$ cat src/ptsc_pkg.sv
// Shared types and constants for the pattern trigger sample capture block.
// No dependencies; imported by the capture core and its checker.
`timescale 1ns / 1ps
`default_nettype none

package ptsc_pkg;

  // Number of samples taken per capture
  localparam int unsigned DEPTH = 32768;
  localparam int unsigned IDX_W = $clog2(DEPTH);

  localparam int unsigned PIN_W     = 8;
  localparam int unsigned PERIOD_W  = 17;
  localparam int unsigned FRAME_W   = 16;
  localparam int unsigned SIDX_W    = 15;
  localparam int unsigned OUT_DATA_W = 24;
  localparam int unsigned ADDR_W    = 4;
  localparam int unsigned APB_W     = 32;

  localparam logic [PERIOD_W-1:0] PERIOD_RESET  = PERIOD_W'(5);
  localparam logic [FRAME_W-1:0]  TIMEOUT_RESET = FRAME_W'(50 * 5);

  // Register word indexes (byte address / 4)
  localparam logic [1:0] REG_PATTERN = 2'd0;
  localparam logic [1:0] REG_MASK    = 2'd1;
  localparam logic [1:0] REG_PERIOD  = 2'd2;
  localparam logic [1:0] REG_TIMEOUT = 2'd3;

  // Input item kinds carried on s_tuser
  localparam logic CMD_TICK = 1'b0;
  localparam logic CMD_ARM  = 1'b1;

  typedef enum logic [1:0] {
    PH_IDLE,
    PH_WAIT_WHILE,
    PH_WAIT_UNTIL,
    PH_CAPTURE
  } phase_t;

endpackage

`default_nettype wire

$ cat src/pattern_trigger_sample_capture.sv
// Pattern trigger and sample capture core with its APB register file.
// Depends on ptsc_pkg.
`timescale 1ns / 1ps
`default_nettype none

// Logic analyzer trigger and capture. Each input item is either a timer tick
// carrying the eight probe pins (s_tuser = 0) or an arm command (s_tuser = 1).
// After arming, a nonzero trigger_mask makes the block wait while the masked
// pins equal the masked pattern, then until they equal it again; a zero mask
// starts at once, and timeout_frames frame ticks (s_tlast) force the start.
// A capture emits DEPTH samples, the first on the second tick after the start
// and then one every sample_period ticks. The block takes one item every clock:
// each item is decided combinationally from the state registers and any
// sample goes to an output register, so s_tready stays high unless that
// register holds a sample the downstream side has not taken. Register writes
// act on the next item: a new pattern or mask is used at once while waiting,
// and a new sample_period applies at the next reload during a capture.
module pattern_trigger_sample_capture
  import ptsc_pkg::*;
(
  input  wire logic                  clk,
  input  wire logic                  rst,
  // APB register port
  input  wire logic                  psel,
  input  wire logic                  penable,
  input  wire logic                  pwrite,
  input  wire logic [ADDR_W-1:0]     paddr,
  input  wire logic [APB_W-1:0]      pwdata,
  output      logic [APB_W-1:0]      prdata,
  output      logic                  pready,
  // input stream
  input  wire logic                  s_tvalid,
  output      logic                  s_tready,
  input  wire logic [PIN_W-1:0]      s_tdata,   // [7:0] pins
  input  wire logic                  s_tuser,   // cmd
  input  wire logic                  s_tlast,   // frame_tick
  // output stream
  output      logic                  m_tvalid,
  input  wire logic                  m_tready,
  output      logic [OUT_DATA_W-1:0] m_tdata,   // [14:0] sample_index, [22:15] sample_data
  output      logic                  m_tuser,   // forced_by_timeout
  output      logic                  m_tlast    // last_sample
);

  // register file
  logic [PIN_W-1:0]    trigger_pattern;
  logic [PIN_W-1:0]    trigger_mask;
  logic [PERIOD_W-1:0] sample_period;
  logic [FRAME_W-1:0]  timeout_frames;
  logic                cfg_we;
  logic [1:0]          reg_idx;

  assign pready  = 1'b1;
  assign reg_idx = paddr[3:2];
  assign cfg_we  = psel && penable && pwrite && pready;

  always_ff @(posedge clk) begin
    if (rst) begin
      trigger_pattern <= '0;
      trigger_mask    <= '0;
      sample_period   <= PERIOD_RESET;
      timeout_frames  <= TIMEOUT_RESET;
    end else if (cfg_we) begin
      unique case (reg_idx)
        REG_PATTERN: trigger_pattern <= pwdata[PIN_W-1:0];
        REG_MASK:    trigger_mask    <= pwdata[PIN_W-1:0];
        REG_PERIOD:  sample_period   <= pwdata[PERIOD_W-1:0];
        REG_TIMEOUT: timeout_frames  <= pwdata[FRAME_W-1:0];
        default:     ;
      endcase
    end
  end

  always_comb begin
    unique case (reg_idx)
      REG_PATTERN: prdata = APB_W'(trigger_pattern);
      REG_MASK:    prdata = APB_W'(trigger_mask);
      REG_PERIOD:  prdata = APB_W'(sample_period);
      REG_TIMEOUT: prdata = APB_W'(timeout_frames);
      default:     prdata = '0;
    endcase
  end

  // capture state
  phase_t              phase, phase_next;
  logic [FRAME_W-1:0]  frame_count, frame_count_next;
  logic [PERIOD_W-1:0] period_count, period_count_next;
  logic [IDX_W-1:0]    write_index, write_index_next;
  logic                timed_out, timed_out_next;

  logic                s_fire;
  logic                match;
  logic [FRAME_W-1:0]  frame_inc;
  logic                emit;
  logic                m_tvalid_next;

  assign s_tready = !m_tvalid || m_tready;
  assign s_fire   = s_tvalid && s_tready;
  assign match    = (s_tdata & trigger_mask) == (trigger_pattern & trigger_mask);
  assign frame_inc = frame_count + FRAME_W'(s_tlast);

  always_ff @(posedge clk) begin
    if (rst) begin
      phase        <= PH_IDLE;
      frame_count  <= '0;
      period_count <= '0;
      write_index  <= '0;
      timed_out    <= 1'b0;
      m_tvalid     <= 1'b0;
    end else begin
      phase        <= phase_next;
      frame_count  <= frame_count_next;
      period_count <= period_count_next;
      write_index  <= write_index_next;
      timed_out    <= timed_out_next;
      m_tvalid     <= m_tvalid_next;
    end
  end

  always_comb begin
    phase_next        = phase;
    frame_count_next  = frame_count;
    period_count_next = period_count;
    write_index_next  = write_index;
    timed_out_next    = timed_out;
    emit              = 1'b0;

    if (s_fire) begin
      if (s_tuser == CMD_ARM) begin
        frame_count_next  = '0;
        write_index_next  = '0;
        if (trigger_mask == '0 || timeout_frames == '0) begin
          phase_next        = PH_CAPTURE;
          period_count_next = PERIOD_W'(2);
          timed_out_next    = (trigger_mask != '0);
        end else begin
          phase_next        = PH_WAIT_WHILE;
          period_count_next = '0;
          timed_out_next    = 1'b0;
        end
      end else begin
        unique case (phase) inside
          PH_WAIT_WHILE, PH_WAIT_UNTIL: begin
            frame_count_next = frame_inc;
            // timeout wins over the pin test on the same tick
            if (frame_inc == timeout_frames) begin
              phase_next        = PH_CAPTURE;
              period_count_next = PERIOD_W'(2);
              write_index_next  = '0;
              timed_out_next    = 1'b1;
            end else if (phase == PH_WAIT_WHILE) begin
              if (!match) phase_next = PH_WAIT_UNTIL;
            end else if (match) begin
              phase_next        = PH_CAPTURE;
              period_count_next = PERIOD_W'(2);
              write_index_next  = '0;
              timed_out_next    = 1'b0;
            end
          end
          PH_CAPTURE: begin
            if (period_count > PERIOD_W'(1)) begin
              period_count_next = period_count - PERIOD_W'(1);
            end else begin
              emit              = 1'b1;
              period_count_next = sample_period;
              if (write_index == IDX_W'(DEPTH - 1)) begin
                phase_next        = PH_IDLE;
                write_index_next  = '0;
                period_count_next = '0;
              end else begin
                write_index_next = write_index + IDX_W'(1);
              end
            end
          end
          default: ;
        endcase
      end
    end

    if (emit) begin
      m_tvalid_next = 1'b1;
    end else if (m_tready) begin
      m_tvalid_next = 1'b0;
    end else begin
      m_tvalid_next = m_tvalid;
    end
  end

  // output register: load only on a new sample
  always_ff @(posedge clk) begin
    if (emit) begin
      m_tdata <= {1'b0, s_tdata, SIDX_W'(write_index)};
      m_tlast <= (write_index == IDX_W'(DEPTH - 1));
      m_tuser <= timed_out;
    end
  end

endmodule

`default_nettype wire

$ cat config.mk
export PLATFORM = sky130hd
export DESIGN_NAME = pattern_trigger_sample_capture
export DESIGN_NICKNAME = d
export VERILOG_FILES = /design/src/ptsc_pkg.sv /design/src/pattern_trigger_sample_capture.sv
export SDC_FILE = /design/constraint.sdc
export NUM_CORES = 1
export LEC_CHECK = 0
export BUFFER_PORTS_ARGS = -buffer_cell sky130_fd_sc_hd__buf_2
export CAP_MARGIN = 5
export CORE_UTILIZATION = 51
export DETAILED_ROUTE_END_ITERATION = 8
export PLACE_DENSITY = 0.75
export SYNTH_ARGS = -nofsm -noshare
export SYNTH_HDL_FRONTEND = slang
export SYNTH_SLANG_ARGS = --single-unit
$ cat constraint.sdc
create_clock -name clk -period 2.9 [get_ports clk]
set_input_delay 0.58 -clock clk [delete_from_list [all_inputs] [get_ports clk]]
set_output_delay 0.58 -clock clk [all_outputs]
set_load 0.02 [all_outputs]
==> metrics.yaml <==
drt:
  drt_iter0_markers: 506
  routed_wl_mm: 18.19
  via_count: 6203
  wl_per_cell_um: 17.16
  routed_via_density: 5.852
  firstDrtPassIters: 5
  drc: 0
  ant_nets: 0
timing:
  slew_headroom_pct: 51.32
  clock.fmax_mhz: 368.8
  fin_setup_tns_ps: 0
  grt_setup_unrepaired: "false"
  postLayoutSetupSlackWorst_ps: 188.6
  hold_violations: 0
  final-max-slew-violation-count: 0
  clock_skew_ps: 14.57
  holdWs_ps: 350.2
  period_needed_ps: 2711
  setup_viol: 0
  min_period_over_period_pct: 93.50
  worst_pin_slew_ps: 730.2
power_and_ir_drop:
  internal_power_mw: 3.436
  clkPwrFrac_pct: 45.0
  switching_share_pct: 26.67
  vdd_ir_drop_max_mv: 0.4249
  p_per_area_nw_per_um2: 579.8
  p_sw_mw: 1.249
  totalPowerFinal_mw: 4.685
  combPwrFrac_pct: 15.5
  p_seq_share_pct: 39.5
  p_leak_nw: 3.404
worst_hold_path:
  min_to: "m_tdata[17]"
  hold_class: "in -> reg"
  hold_depth: 1
  hp-start: "s_tdata[2]"
setup_path:
  r2r_cells: 12
  crit_arrival_ps: 3060
  crit_slowest_cell: "dfxtp_1"
  cpPeakStageDelay_ps: 390
  path_buf_inv: 1
  critical_path_class: "reg -> reg"
  startpoint: "frame_count[0]"
  worstPathRequired_ps: 3250
  startpoint_type: "register"
  cp-end-kind: "register"
  crit_fanout: 3
  ff2ff_setup_slack_ps: 190
  path_delay_family: "simple AND/OR/NAND/NOR gates"
  r2r_end: "period_count[1]"
  timing.rr.start: "frame_count[0]"
  path_cells: "ha_4 -> ha_4 -> nand3_4 -> nor3_4 -> nand2_2 -> xnor2_2 -> nor4_4 -> buf_4 -> nand2_2 -> a211o_1 -> or3_1 -> a21oi_1"
place:
  placed_area_um2: 7490
  placed_cells: 1028
  io_buffers: 79
  gp_congestion: 0.9382
  dp.final_hpwl_mm: 13.24
  pre_cts_ws_ps: -135.0
clock_tree:
  numCtsBuffers: 17
  cts_htree_levels: 4
  cts_tree: "built"
  root_buffer: "clkbuf_16"
  cts_buffer_depth: 2
  cts_sinks: 126
  clk_latency_ps: 430
  cts.clk_slew.worst_paths_ps: 60
synth:
  syn_area_per_cell_um2: 8.645
  syn_area_um2: 6683
  ys_top_cells_by_area: "dfxtp_1, edfxtp_1, nand2_1"
  post-synth-top-area-cell: "dfxtp_1"
  ys_ff_latch: 126
  synth_edf_count: 25
  synth_commonest_cells: "nand2_1, dfxtp_1, a21oi_1"
  ys_seq_area_share_pct: 41.49
  synthArstFlopShare_pct: 0
  ys_types: 69
  syn_inst: 773
  yosys.area.top_type_share_pct: 30.26
  yosysMostFrequentCell: "nand2_1"
  synthFlopType: "dfxtp_1"
  ys_warn_count: 0
global_route:
  grt_overflow_total: 0
  grt_max_degree: 44
  grt.total_usage_pct: 28.31
  first_global_vias: 5784
  grt_pass1_wl_mm: 29.33
  antenna_found_initial: 0
die:
  die_x_um: 116.5
  ios: 114
  die_y_um: 116.5
  dieArea_um2: 13570
  core_um2: 12720
  rows: 41
  start_util_pct: 52.53
final_layout:
  final_core_util_pct: 63.52
  layoutNonFillerInstCount: 1060
  post_route_cells_drive_above_1_share_pct: 22.07
  syn_to_final_growth_pct: 20.93
  nNetsFinal: 936
  fillers: 1080
  antenna_cells: 0
  finish.instance_area_um2: 8082
status:
  outcome: "finished clean"
flow_run:
  cap_viol_max_count: 0
==> placed cells by master (no fill, tap or decap), types with 17 or more instances in the layout <==
master	instances
a21oi_1	74
buf_2	79
buf_4	50
clkbuf_16	17
conb_1	17
dfxtp_1	100
edfxtp_1	25
mux2i_1	25
nand2_1	113
nand3_1	33
nor2_1	63
nor3_1	20
o21ai_0	32
xnor2_1	24
xor2_1	17
==> layout make-up <==
| type | instances | area [um2] | area share, % |
|---|---|---|---|
| sequential | 126 | 2774 | 34.32 |
| inverter | 17 | 63.81 | 0.7896 |
| timing repair buffer | 130 | 790.8 | 9.785 |
| clock inverter | 9 | 111.4 | 1.378 |
| multi-input combinational | 583 | 3649 | 45.15 |
| tap | 172 | 215.2 | 2.663 |
| clock buffer | 23 | 478.0 | 5.914 |
==> what timing repair did <==
| action | 4_1_cts | 5_1_grt |
|---|---|---|
| resized for setup | 0 | 2 |
| endpoints found under the setup margin | 0 | 17 |
| setup buffers | 0 | 0 |
| hold buffers | 0 | 0 |
==> power groups by stage <==
stage | Combinational, mW | Sequential, mW | Clock [mW]
finish | 0.726 | 1.85 | 2.11
global route | 0.795 | 1.85 | 2.18
floorplan | 0.504 | 1.88 | 0
detailed placement | 0.709 | 1.88 | 0
global placement | 0.690 | 1.88 | 0
CTS | 0.716 | 1.85 | 2.12
==> registers in the layout, indices dropped and copies added (netlist names) <==
register,count
period_count,17
timeout_frames,16
frame_count,16
phase,2
write_index,15
m_tdata,23
m_tvalid,1
sample_period,17
trigger_mask,8
timed_out,1
trigger_pattern,8
m_tlast,1
m_tuser,1
==> kinds of logic after synthesis <==
family | after synthesis | share of synthesized area, %
compound gates | 167 | 14.89
xor+xnor | 42 | 5.505
fa+ha+maj | 8 | 1.498
buf+inv | 79 | 5.785
flops | 126 | 41.49
mux | 34 | 6.647
other cells | 2 | 0.1124
simple gates | 315 | 24.08
==> metal layers <==
metal	part of all wire (%)	vias to the layer above	track usage, %
li1	-	2908	-
met1	42	2993	35.34
met2	49	271	47.34
met3	6.5	31	6.020
met4	1.9	0	12.05
met5	0	-	0
==> worst max path at each step <==
stage                      endpoint  slack [ps]  cells past startpoint
floorplan           period_count[1]          -9                     13
global placement    period_count[1]         -70                     13
detailed placement  write_index[13]        -140                     14
CTS                 period_count[1]         130                     10
global route        period_count[7]           3                     12
finish              period_count[1]         190                     12
Note: power is estimated with default switching activity, not from simulation.
